===== config.mk =====
export PLATFORM = sky130hd
export DESIGN_NAME = midpoint_line_rasterizer
export DESIGN_NICKNAME = d
export VERILOG_FILES = /design/src/rtl/mlr_pkg.sv /design/src/rtl/mlr_setup.sv /design/src/rtl/mlr_step.sv /design/src/rtl/midpoint_line_rasterizer.sv
export VERILOG_INCLUDE_DIRS = /design/src /design/src/rtl
export SDC_FILE = /design/constraint.sdc
export NUM_CORES = 1
export LEC_CHECK = 0
export ABC_AREA = 1
export CAP_MARGIN = 15
export CORE_MARGIN = 4
export CORE_UTILIZATION = 35
export CTS_CLUSTER_DIAMETER = 80
export DETAILED_ROUTE_END_ITERATION = 6
export DONT_BUFFER_PORTS = 1
export PLACE_DENSITY = 0.59
export SYNTH_ARGS = -nofsm -noshare
export SYNTH_HDL_FRONTEND = slang
export SYNTH_HIERARCHICAL = 1
export SYNTH_SLANG_ARGS = --single-unit

===== constraint.sdc =====
create_clock -name clk_i -period 7.8 [get_ports clk_i]
set_clock_uncertainty 0.1 [all_clocks]
set_input_delay 0.39 -clock clk_i [delete_from_list [all_inputs] [get_ports clk_i]]
set_output_delay 0.39 -clock clk_i [all_outputs]
set_load 0.02 [all_outputs]

===== src/rtl/midpoint_line_rasterizer_assert.svh =====
// Assertion macros used by the line rasterizer top level.
`ifndef MIDPOINT_LINE_RASTERIZER_ASSERT_SVH
`define MIDPOINT_LINE_RASTERIZER_ASSERT_SVH
`ifndef SYNTHESIS
`define MLR_ASSERT(lbl, clk, rstn, prop, msg) \
  lbl: assert property (@(posedge clk) disable iff (!rstn) prop) else $error(msg);
`define MLR_ASSERT_NEVER(lbl, clk, rstn, cond, msg) \
  lbl: assert property (@(posedge clk) disable iff (!rstn) !(cond)) else $error(msg);
`else
`define MLR_ASSERT(lbl, clk, rstn, prop, msg)
`define MLR_ASSERT_NEVER(lbl, clk, rstn, cond, msg)
`endif
`endif


===== src/rtl/mlr_pkg.sv =====
// Types and constants shared by the midpoint line rasterizer.
package mlr_pkg;

  localparam int COORD_BITS = 6;
  // The decision variable is signed and three bits wider than a coordinate.
  localparam int DEC_BITS   = COORD_BITS + 3;

  typedef logic [COORD_BITS-1:0]      coord_t;
  typedef logic signed [DEC_BITS-1:0] dec_t;

  typedef enum logic [2:0] {
    SC_VERT      = 3'd0,
    SC_HORZ      = 3'd1,
    SC_GENTLE_UP = 3'd2,
    SC_STEEP_UP  = 3'd3,
    SC_GENTLE_DN = 3'd4,
    SC_STEEP_DN  = 3'd5
  } slope_e;

  typedef struct packed {
    coord_t cur_x;
    coord_t cur_y;
    coord_t stop_x;
    coord_t stop_y;
    dec_t   decision;
    dec_t   inc_a;
    dec_t   inc_b;
    slope_e slope;
  } line_state_t;

  typedef struct packed {
    coord_t next_x;
    coord_t next_y;
    dec_t   next_decision;
    logic   at_end;
  } step_t;

endpackage


===== src/rtl/mlr_setup.sv =====
// Endpoint ordering, slope classification and decision variable setup.
module mlr_setup (
  input  mlr_pkg::coord_t      start_x_i,
  input  mlr_pkg::coord_t      start_y_i,
  input  mlr_pkg::coord_t      end_x_i,
  input  mlr_pkg::coord_t      end_y_i,
  output mlr_pkg::line_state_t init_o
);
  import mlr_pkg::*;

  coord_t                 ax, ay, bx, by;
  logic [COORD_BITS-1:0]  dx;
  logic [COORD_BITS:0]    dy_raw;
  dec_t                   dxs, dys;
  logic                   swap;

  always_comb begin
    swap = (start_x_i > end_x_i);
    ax = swap ? end_x_i   : start_x_i;
    ay = swap ? end_y_i   : start_y_i;
    bx = swap ? start_x_i : end_x_i;
    by = swap ? start_y_i : end_y_i;
    dx     = bx - ax;
    dy_raw = {1'b0, by} - {1'b0, ay};
    dxs = $signed({{(DEC_BITS-COORD_BITS){1'b0}}, dx});
    dys = $signed({{(DEC_BITS-COORD_BITS-1){dy_raw[COORD_BITS]}}, dy_raw});

    init_o.cur_x    = ax;
    init_o.cur_y    = ay;
    init_o.stop_x   = bx;
    init_o.stop_y   = by;
    init_o.decision = '0;
    init_o.inc_a    = '0;
    init_o.inc_b    = '0;

    if (dxs == '0) begin
      init_o.slope = SC_VERT;
      // Vertical lines always walk upward in y.
      if (ay > by) begin
        init_o.cur_y  = by;
        init_o.stop_y = ay;
      end
    end else if (dys == '0) begin
      init_o.slope = SC_HORZ;
    end else if (dys > 0 && dxs >= dys) begin
      init_o.slope    = SC_GENTLE_UP;
      init_o.decision = (dys <<< 1) - dxs;
      init_o.inc_a    = dys <<< 1;
      init_o.inc_b    = (dys - dxs) <<< 1;
    end else if (dys > 0) begin
      init_o.slope    = SC_STEEP_UP;
      init_o.decision = (dxs <<< 1) - dys;
      init_o.inc_a    = dxs <<< 1;
      init_o.inc_b    = (dxs - dys) <<< 1;
    end else if (dxs >= -dys) begin
      init_o.slope    = SC_GENTLE_DN;
      init_o.decision = (dys <<< 1) + dxs;
      init_o.inc_a    = dys <<< 1;
      init_o.inc_b    = (dys + dxs) <<< 1;
    end else begin
      init_o.slope    = SC_STEEP_DN;
      init_o.decision = (dxs <<< 1) + dys;
      init_o.inc_a    = dxs <<< 1;
      init_o.inc_b    = (dxs + dys) <<< 1;
    end
  end

endmodule


===== src/rtl/mlr_step.sv =====
// Shared step unit: one decision adder and the coordinate updates for one pixel.
module mlr_step (
  input  mlr_pkg::line_state_t line_i,
  output mlr_pkg::step_t       step_o
);
  import mlr_pkg::*;

  logic straight;

  always_comb begin
    case (line_i.slope)
      SC_GENTLE_DN: straight = (line_i.decision > 0);
      default:      straight = (line_i.decision <= 0);
    endcase

    step_o.next_decision = line_i.decision + (straight ? line_i.inc_a : line_i.inc_b);
    step_o.next_x = line_i.cur_x;
    step_o.next_y = line_i.cur_y;

    case (line_i.slope)
      SC_VERT: begin
        step_o.next_y = line_i.cur_y + 1'b1;
      end
      SC_HORZ: begin
        step_o.next_x = line_i.cur_x + 1'b1;
      end
      SC_GENTLE_UP: begin
        step_o.next_x = line_i.cur_x + 1'b1;
        if (!straight) step_o.next_y = line_i.cur_y + 1'b1;
      end
      SC_STEEP_UP: begin
        step_o.next_y = line_i.cur_y + 1'b1;
        if (!straight) step_o.next_x = line_i.cur_x + 1'b1;
      end
      SC_GENTLE_DN: begin
        step_o.next_x = line_i.cur_x + 1'b1;
        if (!straight) step_o.next_y = line_i.cur_y - 1'b1;
      end
      default: begin
        step_o.next_y = line_i.cur_y - 1'b1;
        if (!straight) step_o.next_x = line_i.cur_x + 1'b1;
      end
    endcase

    // Steep and vertical lines finish on y, the others on x.
    if (line_i.slope inside {SC_VERT, SC_STEEP_UP, SC_STEEP_DN}) begin
      step_o.at_end = (line_i.cur_y == line_i.stop_y);
    end else begin
      step_o.at_end = (line_i.cur_x == line_i.stop_x);
    end
  end

endmodule


===== src/rtl/midpoint_line_rasterizer.sv =====
// Top level of the midpoint line rasterizer: sequencer and line state.
//
// A request is taken when start_i is high and busy_o is low. The endpoints
// are ordered so x never decreases, and the line's pixels then come out one
// per clock cycle, starting the cycle after the request, each beat marked by
// pixel_strobe_o for one cycle; last_pixel_o marks the final beat. The receiver
// cannot stall the output. A line has n = max(|dx|, |dy|) + 1 pixels, from 1
// to 64; busy_o stays high while it is drawn, so a new request can only be
// taken once its last pixel is out. The walk runs on one shared step unit that
// makes one decision update and one pixel move per cycle.
module midpoint_line_rasterizer (
  input  logic            clk_i,
  input  logic            rst_ni,
  input  logic            start_i,
  output logic            busy_o,
  input  mlr_pkg::coord_t start_x_i,
  input  mlr_pkg::coord_t start_y_i,
  input  mlr_pkg::coord_t end_x_i,
  input  mlr_pkg::coord_t end_y_i,
  output logic            pixel_strobe_o,
  output mlr_pkg::coord_t pixel_x_o,
  output mlr_pkg::coord_t pixel_y_o,
  output logic            last_pixel_o
);
  import mlr_pkg::*;
  `include "midpoint_line_rasterizer_assert.svh"

  typedef enum logic [1:0] {
    ST_IDLE = 2'b01,
    ST_EMIT = 2'b10
  } state_e;

  state_e      state_q, state_d;
  line_state_t line_q, line_d;
  line_state_t init;
  step_t       step;
  logic        accept;

  mlr_setup u_setup (
    .start_x_i (start_x_i),
    .start_y_i (start_y_i),
    .end_x_i   (end_x_i),
    .end_y_i   (end_y_i),
    .init_o    (init)
  );

  mlr_step u_step (
    .line_i (line_q),
    .step_o (step)
  );

  assign accept = start_i && (state_q == ST_IDLE);

  always_comb begin
    state_d = state_q;
    line_d  = line_q;
    case (state_q)
      ST_IDLE: begin
        if (accept) begin
          line_d  = init;
          state_d = ST_EMIT;
        end
      end
      ST_EMIT: begin
        if (step.at_end) begin
          state_d = ST_IDLE;
        end else begin
          line_d.cur_x    = step.next_x;
          line_d.cur_y    = step.next_y;
          line_d.decision = step.next_decision;
        end
      end
      default: begin
        state_d = ST_IDLE;
      end
    endcase
  end

  always_ff @(posedge clk_i or negedge rst_ni) begin
    if (!rst_ni) begin
      state_q <= ST_IDLE;
      line_q  <= '0;
    end else begin
      state_q <= state_d;
      line_q  <= line_d;
    end
  end

  assign busy_o         = (state_q != ST_IDLE);
  assign pixel_strobe_o = (state_q == ST_EMIT);
  assign pixel_x_o      = line_q.cur_x;
  assign pixel_y_o      = line_q.cur_y;
  assign last_pixel_o   = (state_q == ST_EMIT) && step.at_end;

  `MLR_ASSERT(a_accept_emits, clk_i, rst_ni,
    (start_i && !busy_o) |=> pixel_strobe_o, "request did not start a line")
  `MLR_ASSERT(a_last_frees, clk_i, rst_ni,
    (pixel_strobe_o && last_pixel_o) |=> !busy_o, "block stayed busy after last pixel")
  `MLR_ASSERT(a_no_gap, clk_i, rst_ni,
    (pixel_strobe_o && !last_pixel_o) |=> pixel_strobe_o, "gap inside a line")
  `MLR_ASSERT(a_x_monotonic, clk_i, rst_ni,
    (pixel_strobe_o && !last_pixel_o) |=> (pixel_x_o >= $past(pixel_x_o)),
    "x decreased along a line")
  `MLR_ASSERT_NEVER(a_strobe_busy, clk_i, rst_ni,
    pixel_strobe_o && !busy_o, "pixel beat while idle")

endmodule

======== After elaboration in Yosys (flattened, before gate mapping) ========
Index checks and enable logic that the tools add are counted.
W data, S select, Z words.
word-level totals
  register bits after elaboration ......... 56
  output and inout port bits .............. 15
  logic and storage cells ................. 94
operators by class
  add/subtract/negate cells ............... 14
  order comparisons ....................... 7
  equality and inequality tests ........... 18
  muxes and demuxes ....................... 31
  reductions and logical operators ........ 15
operator list
  operator               number
  $mux W30               3
  $mux W6                11
  $mux W27               2
  $mux W54               1
  $pmux W12 S2           1
  $pmux W6 S4            1
  $add A8 B7 Y9          2
  $mux W9                2
  $pmux W9 S2            1
  $sub A8 B7 Y9          2
  $sub A7 B7 Y8          2
  $add A6 B1 Y6 const B  2
  $eq A6 B6 Y1           2
  $gt A6 B6 Y1           2
  $mux W12               1
  $pmux W6 S2            1
  $add A9 B9 Y9          1
  $ge A7 B9 Y1           1
  $gt A9 B1 Y1 const B   1
  $le A9 B1 Y1 const B   1
  $logic_not A9 Y1       1
  $ne A3 B3 Y1 const B   3
  $neg A7 Y9             1
  $add A7 B7 Y8          1
  other kinds (27)       39

======== Depth between registers and ports, before layout ========
Gate-level depths: netlist (run 1).
  depth after elaboration ................. 12
  depth in mapped cells ................... 36
  depth with buffers taken out ............ 35

======== Modules after synthesis ========
Netlist (run 1), hierarchy kept.
modules (own cells, without submodules)
  module                    instances  cells an instance  area each (um2)  sequential area each (um2)
  mlr_setup                 1          579                3570.9           0.0
  midpoint_line_rasterizer  1          281                2496.1           1402.6
  mlr_step                  1          249                1377.6           0.0

======== Worst setup path before layout (run 1) ========
Ideal clock, no wire load.
  kind .................................... input port to flip-flop
  start point ............................. in end_x_i[4]
  end point ............................... reg line_q[26] (netlist bit)
  arrival ................................. 4.410 ns
  data required time ...................... 7.575 ns
  setup slack ............................. 3.165 ns
  stages on the path ...................... 33
  buffers on the path ..................... 2
  cells stage by stage .................... inv_1 > ha_1 > nand2_1 > nor2_2 > nand3_2 > nand2_4 > buf_6 > nand2_1 > nand2_1 > o211ai_1 > ha_1 > inv_1 > nand2_1 > xor2_1 > inv_1 > ha_1 > inv_1 > nor2_1 > inv_1 > o21ai_0 > a21oi_1 > o21ai_0 > a31oi_1 > nand2_4 > nand2_4 > inv_2 > buf_6 > a31oi_1 > o211ai_1 > nand2_1 > inv_1 > nand2_1 > nand3_1
RTL lines
  element                 line                            source
  start: declaration      midpoint_line_rasterizer.sv:18  input mlr_pkg::coord_t end_x_i,
  end signal: assignment  midpoint_line_rasterizer.sv:85  line_q <= line_d;
  end: declaration        midpoint_line_rasterizer.sv:34  line_state_t line_q, line_d;

==> qor.txt, run 1 <==
CLOCK NETWORK
---------------------------------------------------------------------------------
Number of buffers added by the clock tree synthesis step                        5
Number of clock sinks                                                          56
TritonCTS clock tree                                                         done
Maximum clock path buffer count                                                 2
Post-CTS sizing                                                                 0
Root Buffer                                                          sky130_fd_sc_hd__clkbuf_16
H-tree Lvls                                                                     2
Register clock-pin slew on the reported worst setup and hold paths        0.07 ns
Clock latency of the later-clocked register in the worst-skew pair        0.30 ns

LOGIC SYNTHESIS
---------------------------------------------------------------------------------
Share of the synthesized netlist area taken by xor and xnor gates          4.336%
Synth Warn #                                                                    6
Portion of netlist area occupied by mux cells                              1.748%
Share of the synthesized area in compound gates (AO/OA/AOI/OAI)            13.04%
Post-synthesis register bit count                                              56
Combined area of all synthesized cells                                 7445 sq um
Ys flop type                                                         sky130_fd_sc_hd__dfrtp_1
Seq/Total Area, Yosys                                                      18.84%
Simple-gate share of the synthesized area                                  36.42%
Combinational family with the most area after synthesis              simple AND/OR/NAND/NOR gates
EDFF count, synth                                                               0
Mean cell area of the mapped netlist                                  6.713 sq um
Count of distinct cell types in the synthesized netlist                        56
Post-synthesis adder-cell area fraction                                    13.92%
Share of synthesized registers carrying an async set or reset              100.0%
Synthesized instance count                                                   1109

WORST SETUP PATH
---------------------------------------------------------------------------------
Arrival @ worst endpoint                                                  6.07 ns
Element type at the critical path end                                        flop
Number of cells on the worst reg-to-reg path                                   11
Capture instance of the worst register-to-register path                line_q[26]
Setup crit start kind                                                primary input
Maximum net fanout on the critical path                                        39
Crit-path slowest cell                                               sky130_fd_sc_hd__xor2_1
Worst Setup Path Type                                                primary input to flop
Largest stage delay on the critical path                                  0.69 ns
CP required                                                               7.87 ns
Setup slack, reg-to-reg                                                   4.18 ns
R2r startpoint                                                          line_q[1]

TIMING
---------------------------------------------------------------------------------
Count of final max-slew check failures                                          0
Total Negative Setup Slacks                                                  0 ns
Unrepaired setup endpoints after global routing                                no
Worst Hold Slack                                                        0.2382 ns
Max frequency                                                          0.1668 GHz
Hold Vio Cnt, Final                                                             0
Slew margin rel.                                                           24.84%
Number of endpoints failing setup at the final stage                            0
Measured slew at the worst slew-check pin                                1.124 ns
Post-layout min period                                                   5.997 ns
Final Cycle Share                                                          76.88%

GLOBAL ROUTING
---------------------------------------------------------------------------------
Maximum number of pins on one net before global-route repair                   57
Vias in the first global route                                               6471
Number of antenna violations at the first check in global routing               0
Global-route wire length before repair                                   35.00 mm
Global-route met1 utilization                                              27.64%
Leftover overflow at the end of global routing                                  0
Busiest layer in global routing                                              met2
Global Route met2 Usage                                                    27.68%
Met3 usage                                                                 1.604%
Total GRT Usage                                                            18.00%

ROUTING
---------------------------------------------------------------------------------
Antenna Violating Nets Remaining                                                0
Post-DR wirelength/cell                                                  16.08 um
Total length of routed wires                                             21.63 mm
Remaining routing DRC violations                                                0
Initial DRC Count                                                             539
Detailed Routing Iterations Pass 1                                              5
DR vias                                                                      7020
Via/cell ratio                                                              5.219

DIE
---------------------------------------------------------------------------------
Starting utilization of the core area                                      35.53%
Site Rows                                                                      53
Die footprint                                                         23670 sq um
Die width                                                                153.8 um
Floorplan die height                                                     153.8 um
Core ar.                                                              20960 sq um
Number of top-level pins                                                       42

PWR
---------------------------------------------------------------------------------
Internal Power                                                           1.283 mW
VDD IR-drop max                                                         0.1142 mV
Overall Power                                                            2.927 mW
Portion of total power attributed to combinational logic                    69.9%
Switching share of power                                                   56.18%
Power density over the cells                                         384.5 nW/um^2
Static Leak                                                              3.910 nW
Share of power burned in registers                                          22.3%
Switching power                                                          1.645 mW
Power share of the clock group                                               7.7%

LAYOUT
---------------------------------------------------------------------------------
Nets@finish                                                                  1175
Share of the core filled with cells in the final layout                    36.33%
Area Overhead vs Synth                                                     2.269%
Antenna cells                                                                   0
Share of layout cells above drive strength 1                               8.411%

MIN PATH
---------------------------------------------------------------------------------
Worst hold-check path type                                           primary input to flop
Hold Path Depth                                                                 4
Hold Path Sink                                                         line_q[39]
Source of the worst hold timing path                                   end_x_i[3]

RUN STATUS
---------------------------------------------------------------------------------
Outcome                                                              finished, final reports clean

PLACE
---------------------------------------------------------------------------------
Final HPWL from detailed placement                                       16.55 mm
Count of buffers inserted at the top-level ports                                0
Gp weighted congestion                                                     0.9510

RUN
---------------------------------------------------------------------------------
Count of max-cap constraint violations                                          0

==> Yosys cell counts (4+ instances only) <==
| cell | count | area (sq um) |
|---|---|---|
| sky130_fd_sc_hd__buf_6 | 14 | 157.7 |
| sky130_fd_sc_hd__and2_1 | 5 | 31.28 |
| sky130_fd_sc_hd__nand2_1 | 305 | 1145 |
| sky130_fd_sc_hd__nor3_1 | 10 | 50.05 |
| sky130_fd_sc_hd__buf_4 | 17 | 127.6 |
| sky130_fd_sc_hd__xnor2_1 | 13 | 113.9 |
| sky130_fd_sc_hd__nand2_4 | 14 | 157.7 |
| sky130_fd_sc_hd__nand2_2 | 17 | 106.4 |
| sky130_fd_sc_hd__o21bai_1 | 7 | 52.55 |
| sky130_fd_sc_hd__nand3_2 | 6 | 60.06 |
| sky130_fd_sc_hd__o22ai_1 | 6 | 37.54 |
| sky130_fd_sc_hd__nand3_1 | 94 | 470.5 |
| sky130_fd_sc_hd__inv_1 | 123 | 461.7 |
| sky130_fd_sc_hd__nor2_1 | 65 | 244.0 |
| sky130_fd_sc_hd__a21oi_1 | 59 | 295.3 |
| sky130_fd_sc_hd__o21ai_1 | 18 | 90.09 |
| sky130_fd_sc_hd__fa_1 | 8 | 160.2 |
| sky130_fd_sc_hd__o21ai_2 | 5 | 43.79 |
| sky130_fd_sc_hd__or2_2 | 11 | 68.82 |
| sky130_fd_sc_hd__nor2_2 | 7 | 43.79 |
| sky130_fd_sc_hd__buf_2 | 7 | 35.03 |
| sky130_fd_sc_hd__a221oi_1 | 4 | 35.03 |
| sky130_fd_sc_hd__xor2_1 | 22 | 192.7 |
| sky130_fd_sc_hd__ha_1 | 70 | 875.8 |
| sky130_fd_sc_hd__inv_2 | 8 | 30.03 |
| sky130_fd_sc_hd__dfrtp_1 | 55 | 1376 |
| sky130_fd_sc_hd__o21ai_0 | 34 | 170.2 |
| sky130_fd_sc_hd__mux2i_1 | 13 | 130.1 |
| sky130_fd_sc_hd__nand4_1 | 33 | 206.5 |
| sky130_fd_sc_hd__o211ai_1 | 10 | 75.07 |
| sky130_fd_sc_hd__clkbuf_1 | 12 | 45.04 |
==> worst max path at each step <==
stage	from	end	slack, ns	cells past startpoint
after floorplan	end_x_i[4]	line_q[26]	3.17	33
after global placement	end_x_i[2]	line_q[28]	1.62	30
after detailed placement	end_x_i[4]	line_q[29]	1.72	30
after CTS	end_x_i[4]	line_q[28]	2.02	30
after global routing	end_x_i[4]	line_q[28]	1.38	31
final	end_x_i[4]	line_q[28]	1.80	30
==> metrics by stage <==
stage          cell area, sq um  instances  worst slack [ns]
2_1_floorplan              7448       1110             3.165
3_3_place_gp               7435       1336             1.620
3_5_place_dp               7435       1336             1.721
4_1_cts                    7614       1345             2.017
5_1_grt                    7614       1345             1.384
6_report                   7614       1345             1.803
==> routing by layer <==
metal | vias up | part of all wire, %
met3 | 22 | 5.1
met5 | - | 0
met4 | 0 | 1.5
met2 | 225 | 44
met1 | 3231 | 50
li1 | 3542 | -
==> sequential cells by signal, summed over array words and instances (netlist names) <==
| register | count |
|---|---|
| line_q | 42 |
| pixel_x_o | 6 |
| pixel_y_o | 6 |
| state_q | 2 |
==> cell usage in the layout (no fill, tap or decap), types with 22 or more instances in the layout <==
| cell | count |
|---|---|
| sky130_fd_sc_hd__nand2_1 | 305 |
| sky130_fd_sc_hd__inv_1 | 123 |
| sky130_fd_sc_hd__nand3_1 | 94 |
| sky130_fd_sc_hd__ha_1 | 70 |
| sky130_fd_sc_hd__nor2_1 | 65 |
| sky130_fd_sc_hd__a21oi_1 | 59 |
| sky130_fd_sc_hd__dfrtp_1 | 55 |
| sky130_fd_sc_hd__o21ai_0 | 34 |
| sky130_fd_sc_hd__nand4_1 | 33 |
| sky130_fd_sc_hd__xor2_1 | 22 |
==> power groups by stage <==
stage / logic (mW) / clock network, mW / registers, mW
finish: 2.05 / 0.226 / 0.654
global placement: 2.01 / 0 / 0.659
floorplan: 1.74 / 0 / 0.544
CTS: 2.03 / 0.236 / 0.656
global route: 2.31 / 0.248 / 0.680
detailed placement: 2.01 / 0 / 0.659
==> kinds of logic after synthesis <==
kind of cell / after synthesis
buffers and inverters: 183
flip-flops: 56
AO/OA/AOI/OAI: 163
other: 1
AND/OR/NAND/NOR: 579
XOR/XNOR: 36
multiplexers: 13
adder cells (fa/ha/maj): 78
==> layout make-up <==
type                            instances  area [sq um]
Sequential cell                        56          1403
Multi-Input combinational cell        871          5179
Clock buffer                            5         125.1
Fill cell                            2316         13340
Timing Repair Buffer                    3         45.04
Inverter                              133         501.7
Clock inverter                          2         16.27
Tap cell                              275         344.1
==> repair_timing <==
action | CTS | global route
hold buffers | 2 | 0
buffers inserted | 0 | 0
endpoints found under the hold margin | 56 | 0
==> critical path, delay by kind of cell <==
family                     cells  cell delay (ns)
buffers and inverters          6             0.86
and+or+nand+nor               14             1.94
adders and majority gates      3             1.03
AOI/OAI and AO/OA              6             1.13
xor gates and xnor gates       1             0.69
(Power assumes the default switching activity.)
==> run 2: changes to the inputs <==
--- a/config.mk
+++ b/config.mk
@@ -6,7 +6,7 @@
 export SDC_FILE = /design/constraint.sdc
 export NUM_CORES = 1
 export LEC_CHECK = 0
-export ABC_AREA = 1
+export ABC_AREA = 0
 export CAP_MARGIN = 15
 export CORE_MARGIN = 4
 export CORE_UTILIZATION = 35
==> constraint.sdc (replaced) <==
create_clock -name clk_i -period 5.93 [get_ports clk_i]
set_clock_uncertainty 0.1 [all_clocks]
set_input_delay 0.2965 -clock clk_i [delete_from_list [all_inputs] [get_ports clk_i]]
set_output_delay 0.2965 -clock clk_i [all_outputs]
set_load 0.02 [all_outputs]
==> run 2 against run 1 <==
Net effect: total power increased by 38%; sequential share of layout area decreased by 0.89 points; non-clock buffer count increased by 39; area after synthesis increased by 0.61%; routed wire length decreased by 5.4%; flip-flop and latch count unchanged; via count decreased by 10%; cell count decreased by 16%; clock power increased by 35%; sequential power increased by 38%.
==> qor.txt, run 2 <==
CLOCK NETWORK
-------------------------------------------------------------------------------------
TritonCTS clock tree                                                             done
Root Buffer                                                              sky130_fd_sc_hd__clkbuf_16
Number of clock sinks                                                              56   unchanged
Register clock-pin slew on the reported worst setup and hold paths            0.08 ns   about the same
Post-CTS setup buffer count                                                         0   unchanged
H-tree Lvls                                                                         2   unchanged
Maximum clock path buffer count                                                     2   unchanged
Clock latency of the later-clocked register in the worst-skew pair            0.30 ns   about the same
Number of buffers added by the clock tree synthesis step                            5   unchanged

ROUTING
-------------------------------------------------------------------------------------
Remaining routing DRC violations                                                    0   unchanged
DR vias                                                                          6311   -10%
Detailed Routing Iterations Pass 1                                                  4   -1
Post-DR wirelength/cell                                                      18.12 um   +13%
Total length of routed wires                                                 20.46 mm   -5.4%
Initial DRC Count                                                                 333   -38%
Via/cell ratio                                                                  5.590   +7.1%
Antenna Violating Nets Remaining                                                    0   unchanged

LAYOUT
-------------------------------------------------------------------------------------
Antenna cells                                                                       0   unchanged
Leading cell types in the layout, fill and taps excluded                 sky130_fd_sc_hd__nor2_1 (78), sky130_fd_sc_hd__ha_1 (70), sky130_fd_sc_hd__nand2_1 (57), sky130_fd_sc_hd__dfrtp_1 (55), sky130_fd_sc_hd__xnor2_1 (51)
Nets@finish                                                                       958   -18%
Largest Register                                                               line_q
Max reg flops                                                                      42   unchanged
Share of layout cells above drive strength 1                                   13.00%   +4.6 points
Most frequent standard cell in the layout excluding fill and tap cells   sky130_fd_sc_hd__nor2_1
Area Overhead vs Synth                                                         6.799%
Post-layout instance count excluding filler cells                                1129   -16%

LOGIC SYNTHESIS
-------------------------------------------------------------------------------------
Synth area leaders                                                       sky130_fd_sc_hd__dfrtp_1 (18%), sky130_fd_sc_hd__ha_1 (12%), sky130_fd_sc_hd__xnor2_1 (6.0%), sky130_fd_sc_hd__mux2_2 (5.1%), sky130_fd_sc_hd__nor2_1 (3.9%)
Synthesized instance count                                                        866   -22%
Seq/Total Area, Yosys                                                          18.73%   -0.11 points
Mean cell area of the mapped netlist                                      8.649 sq um   +29%
EDFF count, synth                                                                   0   unchanged
Proportion of netlist area held by the largest area contributor                18.38%   -0.11 points
Synth Warn #                                                                        6   unchanged
Post-synthesis register bit count                                                  56   unchanged
Most common cell in the synthesized netlist                              sky130_fd_sc_hd__nor2_1
Library cell occupying the most area in the post-synthesis netlist       sky130_fd_sc_hd__dfrtp_1
Ys flop type                                                             sky130_fd_sc_hd__dfrtp_1
Share of synthesized registers carrying an async set or reset                  100.0%   unchanged
Top cell types by occurrence after synthesis                             sky130_fd_sc_hd__nor2_1 (78), sky130_fd_sc_hd__ha_1 (70), sky130_fd_sc_hd__nand2_1 (57), sky130_fd_sc_hd__dfrtp_1 (55), sky130_fd_sc_hd__xnor2_1 (51)
Combined area of all synthesized cells                                     7490 sq um   +0.61%
Count of distinct cell types in the synthesized netlist                            82   +46%

PLACE
-------------------------------------------------------------------------------------
Count of buffers inserted at the top-level ports                                    0   unchanged
Cells after DPL                                                                  1119   -16%
Final HPWL from detailed placement                                           15.63 mm   -5.5%
Gp weighted congestion                                                         0.8832   -7.1%

TIMING
-------------------------------------------------------------------------------------
Hold Vio Cnt, Final                                                                 0   unchanged
Unrepaired setup endpoints after global routing                                    no
Number of endpoints failing setup at the final stage                                0   unchanged
Count of final max-slew check failures                                              0   unchanged
Total Negative Setup Slacks                                                      0 ns   unchanged
Measured slew at the worst slew-check pin                                   0.9711 ns   -0.1531 ns
Final Cycle Share                                                              91.50%
Slew margin rel.                                                               35.26%   +10 points
Max frequency                                                              0.1843 GHz
Post-layout min period                                                       5.426 ns

RUN STATUS
-------------------------------------------------------------------------------------
Outcome                                                                  finished, final reports clean

WORST SETUP PATH
-------------------------------------------------------------------------------------
Setup crit start kind                                                    primary input
CP required                                                                   6.01 ns   -1.86 ns
Arrival @ worst endpoint                                                      5.51 ns   -0.56 ns
Maximum net fanout on the critical path                                             9   -77%
Worst Setup Path Type                                                    primary input to flop
Number of cells on the worst reg-to-reg path                                       15   +4
Element type at the critical path end                                            flop

DIE
-------------------------------------------------------------------------------------
Starting utilization of the core area                                          35.63%   +0.10 points
Number of top-level pins                                                           42   unchanged
Die width                                                                    154.3 um   +0.29%
Site Rows                                                                          53   unchanged
Core ar.                                                                  21020 sq um   +0.32%
Die footprint                                                             23800 sq um   +0.57%
Floorplan die height                                                         154.3 um   +0.29%

GLOBAL ROUTING
-------------------------------------------------------------------------------------
Maximum number of pins on one net before global-route repair                       57   unchanged
Number of antenna violations at the first check in global routing                   0   unchanged
Vias in the first global route                                                   6163   -4.8%
Total GRT Usage                                                                17.22%   -0.78 points
Leftover overflow at the end of global routing                                      0   unchanged
Global-route wire length before repair                                       33.67 mm   -3.8%

PWR
-------------------------------------------------------------------------------------
VDD IR-drop max                                                             0.1765 mV   +55%
Power density over the cells                                             506.6 nW/um^2   +32%
Static Leak                                                                  3.492 nW   -11%

MIN PATH
-------------------------------------------------------------------------------------
Hold Path Depth                                                                     2   -2
Worst hold-check path type                                               primary input to flop

RUN
-------------------------------------------------------------------------------------
Count of max-cap constraint violations                                              0   unchanged

-- run 2: what timing repair did --
item / 4_1_cts / 5_1_grt
hold endpoints to repair: 56 / 0
endpoints found under the setup margin: 0 / 1
gates resized for setup: 0 / 1
hold buffers: 2 / 0
-- run 2: cell families after synthesis --
logic type / share of synthesized area, %
AO/OA/AOI/OAI: 19.70
AND/OR/NAND/NOR: 21.70
multiplexers: 10.94
flip-flops: 18.73
other: 0.05007
adder cells (fa/ha/maj): 14.10
buffers and inverters: 7.117
XOR/XNOR: 7.668
-- run 2: critical path, stage by stage --
cell	delay, ns
sky130_fd_sc_hd__inv_1	0.05
sky130_fd_sc_hd__ha_1	0.35
sky130_fd_sc_hd__and3_2	0.27
sky130_fd_sc_hd__and2_1	0.24
sky130_fd_sc_hd__a31oi_4	0.33
sky130_fd_sc_hd__a21oi_1	0.12
sky130_fd_sc_hd__ha_1	0.25
sky130_fd_sc_hd__o31a_1	0.29
sky130_fd_sc_hd__o22ai_1	0.28
sky130_fd_sc_hd__mux2i_1	0.17
sky130_fd_sc_hd__xnor2_2	0.18
sky130_fd_sc_hd__buf_4	0.17
sky130_fd_sc_hd__nand4_2	0.14
sky130_fd_sc_hd__nand2_1	0.07
sky130_fd_sc_hd__ha_1	0.27
sky130_fd_sc_hd__nand2_1	0.04
sky130_fd_sc_hd__o21ai_1	0.17
sky130_fd_sc_hd__nand2_1	0.08
sky130_fd_sc_hd__or4_4	0.45
sky130_fd_sc_hd__a41o_1	0.41
sky130_fd_sc_hd__buf_4	0.21
sky130_fd_sc_hd__nor2_1	0.11
sky130_fd_sc_hd__a211oi_2	0.06
sky130_fd_sc_hd__and4b_1	0.21
sky130_fd_sc_hd__a311o_1	0.27
-- run 2: cell type report --
cell class	instances	area, sq um
fill	2106	13020
multi-input combinational	700	5575
sequential	56	1403
timing repair buffer	42	350.3
tap	275	344.1
inverter	48	180.2
clock buffer	5	125.1
clock inverter	3	21.27
-- run 2: worst paths after layout --
path | start | to | slack, ns
hold / removal | end_y_i[0] | line_q[30] | 0.13
setup reg to reg | line_q[22] | line_q[29] | 1.78
min in group asynchronous | rst_ni | line_q[41] | 0.42
hold reg to reg | line_q[19] | line_q[19] | 0.39
max in group asynchronous | rst_ni | state_q[0] | 5.01
setup / recovery | end_x_i[3] | line_q[21] | 0.50
-- run 2: through the flow --
stage | setup slack (ns) | power [mW] | hold slack [ns] | area [sq um] | util, %
2_1_floorplan | 0.2410 | 3.140 | -0.09909 | 7493 | -
3_3_place_gp | 0.3154 | 3.713 | -0.09782 | 7815 | 37.18
3_5_place_dp | 0.2050 | 3.733 | -0.09778 | 7815 | 37.18
4_1_cts | 0.4899 | 4.068 | 0.1263 | 7999 | 38.05
5_1_grt | 0.04128 | 4.457 | 0.1369 | 7999 | 38.05
6_report | 0.5041 | 4.053 | 0.1309 | 7999 | 38.05
-- run 2: power by group --
| part | internal [mW] | switching [mW] |
|---|---|---|
| combinational | 1.42 | 1.43 |
| sequential | 0.578 | 0.325 |
| clock | 0.158 | 0.148 |
-- run 2: layer usage --
layer	track usage, %	vias to the layer above	share of wire (%)
li1	-	3125	-
met1	23.46	3039	47
met2	28.51	122	46
met3	3.162	25	4.9
met4	3.785	0	2.2
met5	0	-	0
==> run 3: changes to the inputs <==
--- a/config.mk
+++ b/config.mk
@@ -14,6 +14,7 @@
 export DETAILED_ROUTE_END_ITERATION = 6
 export DONT_BUFFER_PORTS = 1
 export PLACE_DENSITY = 0.59
+export RECOVER_POWER = 100
 export SYNTH_ARGS = -nofsm -noshare
 export SYNTH_HDL_FRONTEND = slang
 export SYNTH_HIERARCHICAL = 1
==> run 3 against run 2 <==
Net effect: the run now ends with capacitance limit, slew limit left; first-iteration DRC count rose by 10%; combinational power about the same; hold slack about the same; sequential share of layout area increased by 0.19 points; total power shrank 0.88%; sequential power hardly changed.
==> qor.txt, run 3 (synthesis gave the netlist of run 2 again) <==
RUN STATUS
-------------------------------------------------------------------------------------
Outcome                                                                  complete, but fails checks
Violated checks                                                          capacitance limit, slew limit

ROUTING
-------------------------------------------------------------------------------------
Post-DR wirelength/cell                                                      18.12 um   about the same
Remaining routing DRC violations                                                    0   unchanged
DR vias                                                                          6312   +0.016%
Via/cell ratio                                                                  5.591   about the same
Detailed Routing Iterations Pass 1                                                  4   unchanged
Total length of routed wires                                                 20.46 mm   about the same
Antenna Violating Nets Remaining                                                    0   unchanged
Initial DRC Count                                                                 367   +10%

WORST SETUP PATH
-------------------------------------------------------------------------------------
Launch point of the worst path                                             end_x_i[4]
Maximum net fanout on the critical path                                            13   +4
Most frequent cell on the critical path                                  sky130_fd_sc_hd__ha_1
Largest stage delay on the critical path                                      0.52 ns   +0.07 ns
Capture instance of the worst register-to-register path                    line_q[19]
R2r startpoint                                                             state_q[0]
Element type at the critical path end                                            flop
Arrival @ worst endpoint                                                      5.55 ns   +0.04 ns
Setup slack, reg-to-reg                                                       1.49 ns   -0.29 ns
Buffers & Inverters on Critical Path                                                4   +1
Crit-path slowest cell                                                   sky130_fd_sc_hd__clkbuf_1
Worst Setup Path Type                                                    primary input to flop
CP required                                                                   6.02 ns   about the same
Setup crit start kind                                                    primary input
Cell family contributing the most delay on the critical path             compound AO/OA/AOI/OAI gates
Number of cells on the worst reg-to-reg path                                        3   -12

PLACE
-------------------------------------------------------------------------------------
Final HPWL from detailed placement                                           15.63 mm   unchanged
Post-Place Worst Slack                                                      0.2050 ns   unchanged
Count of buffers inserted at the top-level ports                                    0   unchanged
Gp weighted congestion                                                         0.8832   unchanged

PWR
-------------------------------------------------------------------------------------
Internal Power                                                               2.125 mW   -1.3%
Portion of total power attributed to combinational logic                        69.9%   -0.3 points
Share of power burned in registers                                              22.5%   +0.2 points
Power share of the clock group                                                   7.6%   about the same
Overall Power                                                                4.017 mW   -0.88%
VDD IR-drop max                                                             0.1734 mV   -1.8%
Switching share of power                                                       47.09%   +0.20 points
Static Leak                                                                  3.433 nW   -1.7%
Power density over the cells                                             507.6 nW/um^2   +0.18%
Switching power                                                              1.892 mW   -0.45%

CLOCK NETWORK
-------------------------------------------------------------------------------------
Number of buffers added by the clock tree synthesis step                            5   unchanged
Root Buffer                                                              sky130_fd_sc_hd__clkbuf_16
TritonCTS clock tree                                                             done
H-tree Lvls                                                                         2   unchanged
Clock latency of the later-clocked register in the worst-skew pair            0.30 ns   about the same
Number of clock sinks                                                              56   unchanged
Maximum clock path buffer count                                                     2   unchanged
Post-CTS setup buffer count                                                         0   unchanged
Register clock-pin slew on the reported worst setup and hold paths            0.08 ns   about the same

TIMING
-------------------------------------------------------------------------------------
Hold Vio Cnt, Final                                                                 0   unchanged
Max frequency                                                              0.1830 GHz   -0.68%
Final worst-path setup slack                                                0.4668 ns   -0.03736 ns
Post-layout min period                                                       5.463 ns   +0.03736 ns
Measured slew at the worst slew-check pin                                    3.073 ns   +2.102 ns
Total Negative Setup Slacks                                                      0 ns   unchanged
Number of endpoints failing setup at the final stage                                0   unchanged
Worst Hold Slack                                                            0.1311 ns   +0.0002680 ns
Count of final max-slew check failures                                            142   +142
Slew margin rel.                                                              -104.9%   -140 points
Final Cycle Share                                                              92.13%   +0.63 points
Unrepaired setup endpoints after global routing                                    no

DIE
-------------------------------------------------------------------------------------
Number of top-level pins                                                           42   unchanged
Starting utilization of the core area                                          35.63%   unchanged
Core ar.                                                                  21020 sq um   unchanged
Die width                                                                    154.3 um   unchanged
Floorplan die height                                                         154.3 um   unchanged
Die footprint                                                             23800 sq um   unchanged
Site Rows                                                                          53   unchanged

GLOBAL ROUTING
-------------------------------------------------------------------------------------
Total GRT Usage                                                                17.22%   unchanged
Vias in the first global route                                                   6163   unchanged
Maximum number of pins on one net before global-route repair                       57   unchanged
Number of antenna violations at the first check in global routing                   0   unchanged
Global-route wire length before repair                                       33.67 mm   unchanged
Leftover overflow at the end of global routing                                      0   unchanged

LAYOUT
-------------------------------------------------------------------------------------
Share of layout cells above drive strength 1                                   11.01%   -2.0 points
Most frequent standard cell in the layout excluding fill and tap cells   sky130_fd_sc_hd__nor2_1
Max reg flops                                                                      42   unchanged
Area Overhead vs Synth                                                         5.663%
Nets@finish                                                                       958   unchanged
Antenna cells                                                                       0   unchanged
Largest Register                                                               line_q
Leading cell types in the layout, fill and taps excluded                 sky130_fd_sc_hd__nor2_1 (78), sky130_fd_sc_hd__ha_1 (70), sky130_fd_sc_hd__nand2_1 (57), sky130_fd_sc_hd__dfrtp_1 (55), sky130_fd_sc_hd__xnor2_1 (51)

MIN PATH
-------------------------------------------------------------------------------------
Worst hold-check path type                                               primary input to flop
Source of the worst hold timing path                                       end_y_i[0]
Hold Path Depth                                                                     2   unchanged
Hold Path Sink                                                             line_q[30]

RUN
-------------------------------------------------------------------------------------
Count of max-cap constraint violations                                              3   +3

## run 3: layout make-up
cell class,instances,area [sq um]
clock buffer,5,125.1
clock inverter,3,21.27
fill,2125,13110
inverter,48,180.2
multi-input combinational,700,5555
sequential,56,1403
tap,275,344.1
timing repair buffer,42,285.3
## run 3: how the worst max path moves through the flow
stage,endpoint,slack [ns],depth (start not counted)
detailed placement,line_q[21],0.20,25
floorplan,line_q[21],0.24,27
CTS,line_q[21],0.49,25
global placement,line_q[21],0.32,25
global route,line_q[29],0.1,27
finish,line_q[22],0.47,25
## run 3: repair_timing
action,4_1_cts,5_1_grt
gates resized for setup,0,1
endpoints found under the setup margin,0,1
hold buffers,2,0
hold endpoints to repair,56,0
## run 3: per-stage QoR
step           util, %  instance area, sq um  std cells
6_report         37.65                  7914       1129
5_1_grt          37.65                  7914       1129
3_5_place_dp     37.18                  7815       1119
3_3_place_gp     37.18                  7815       1119
2_1_floorplan        -                  7493        867
4_1_cts          38.05                  7999       1129
## run 3: power by group through the flow
stage	clock network [mW]	logic [mW]	registers [mW]
floorplan	0	2.41	0.726
global placement	0	2.80	0.908
detailed placement	0	2.82	0.914
CTS	0.319	2.84	0.906
global route	0.336	3.15	0.937
finish	0.306	2.81	0.902
## run 3: routing by layer
metal | share of wire, % | global-route usage (%) | up-vias
li1 | - | - | 3121
met5 | 0 | 0 | -
met1 | 46 | 23.46 | 3033
met3 | 5.7 | 3.162 | 23
met4 | 2.1 | 3.785 | 0
met2 | 46 | 28.51 | 135
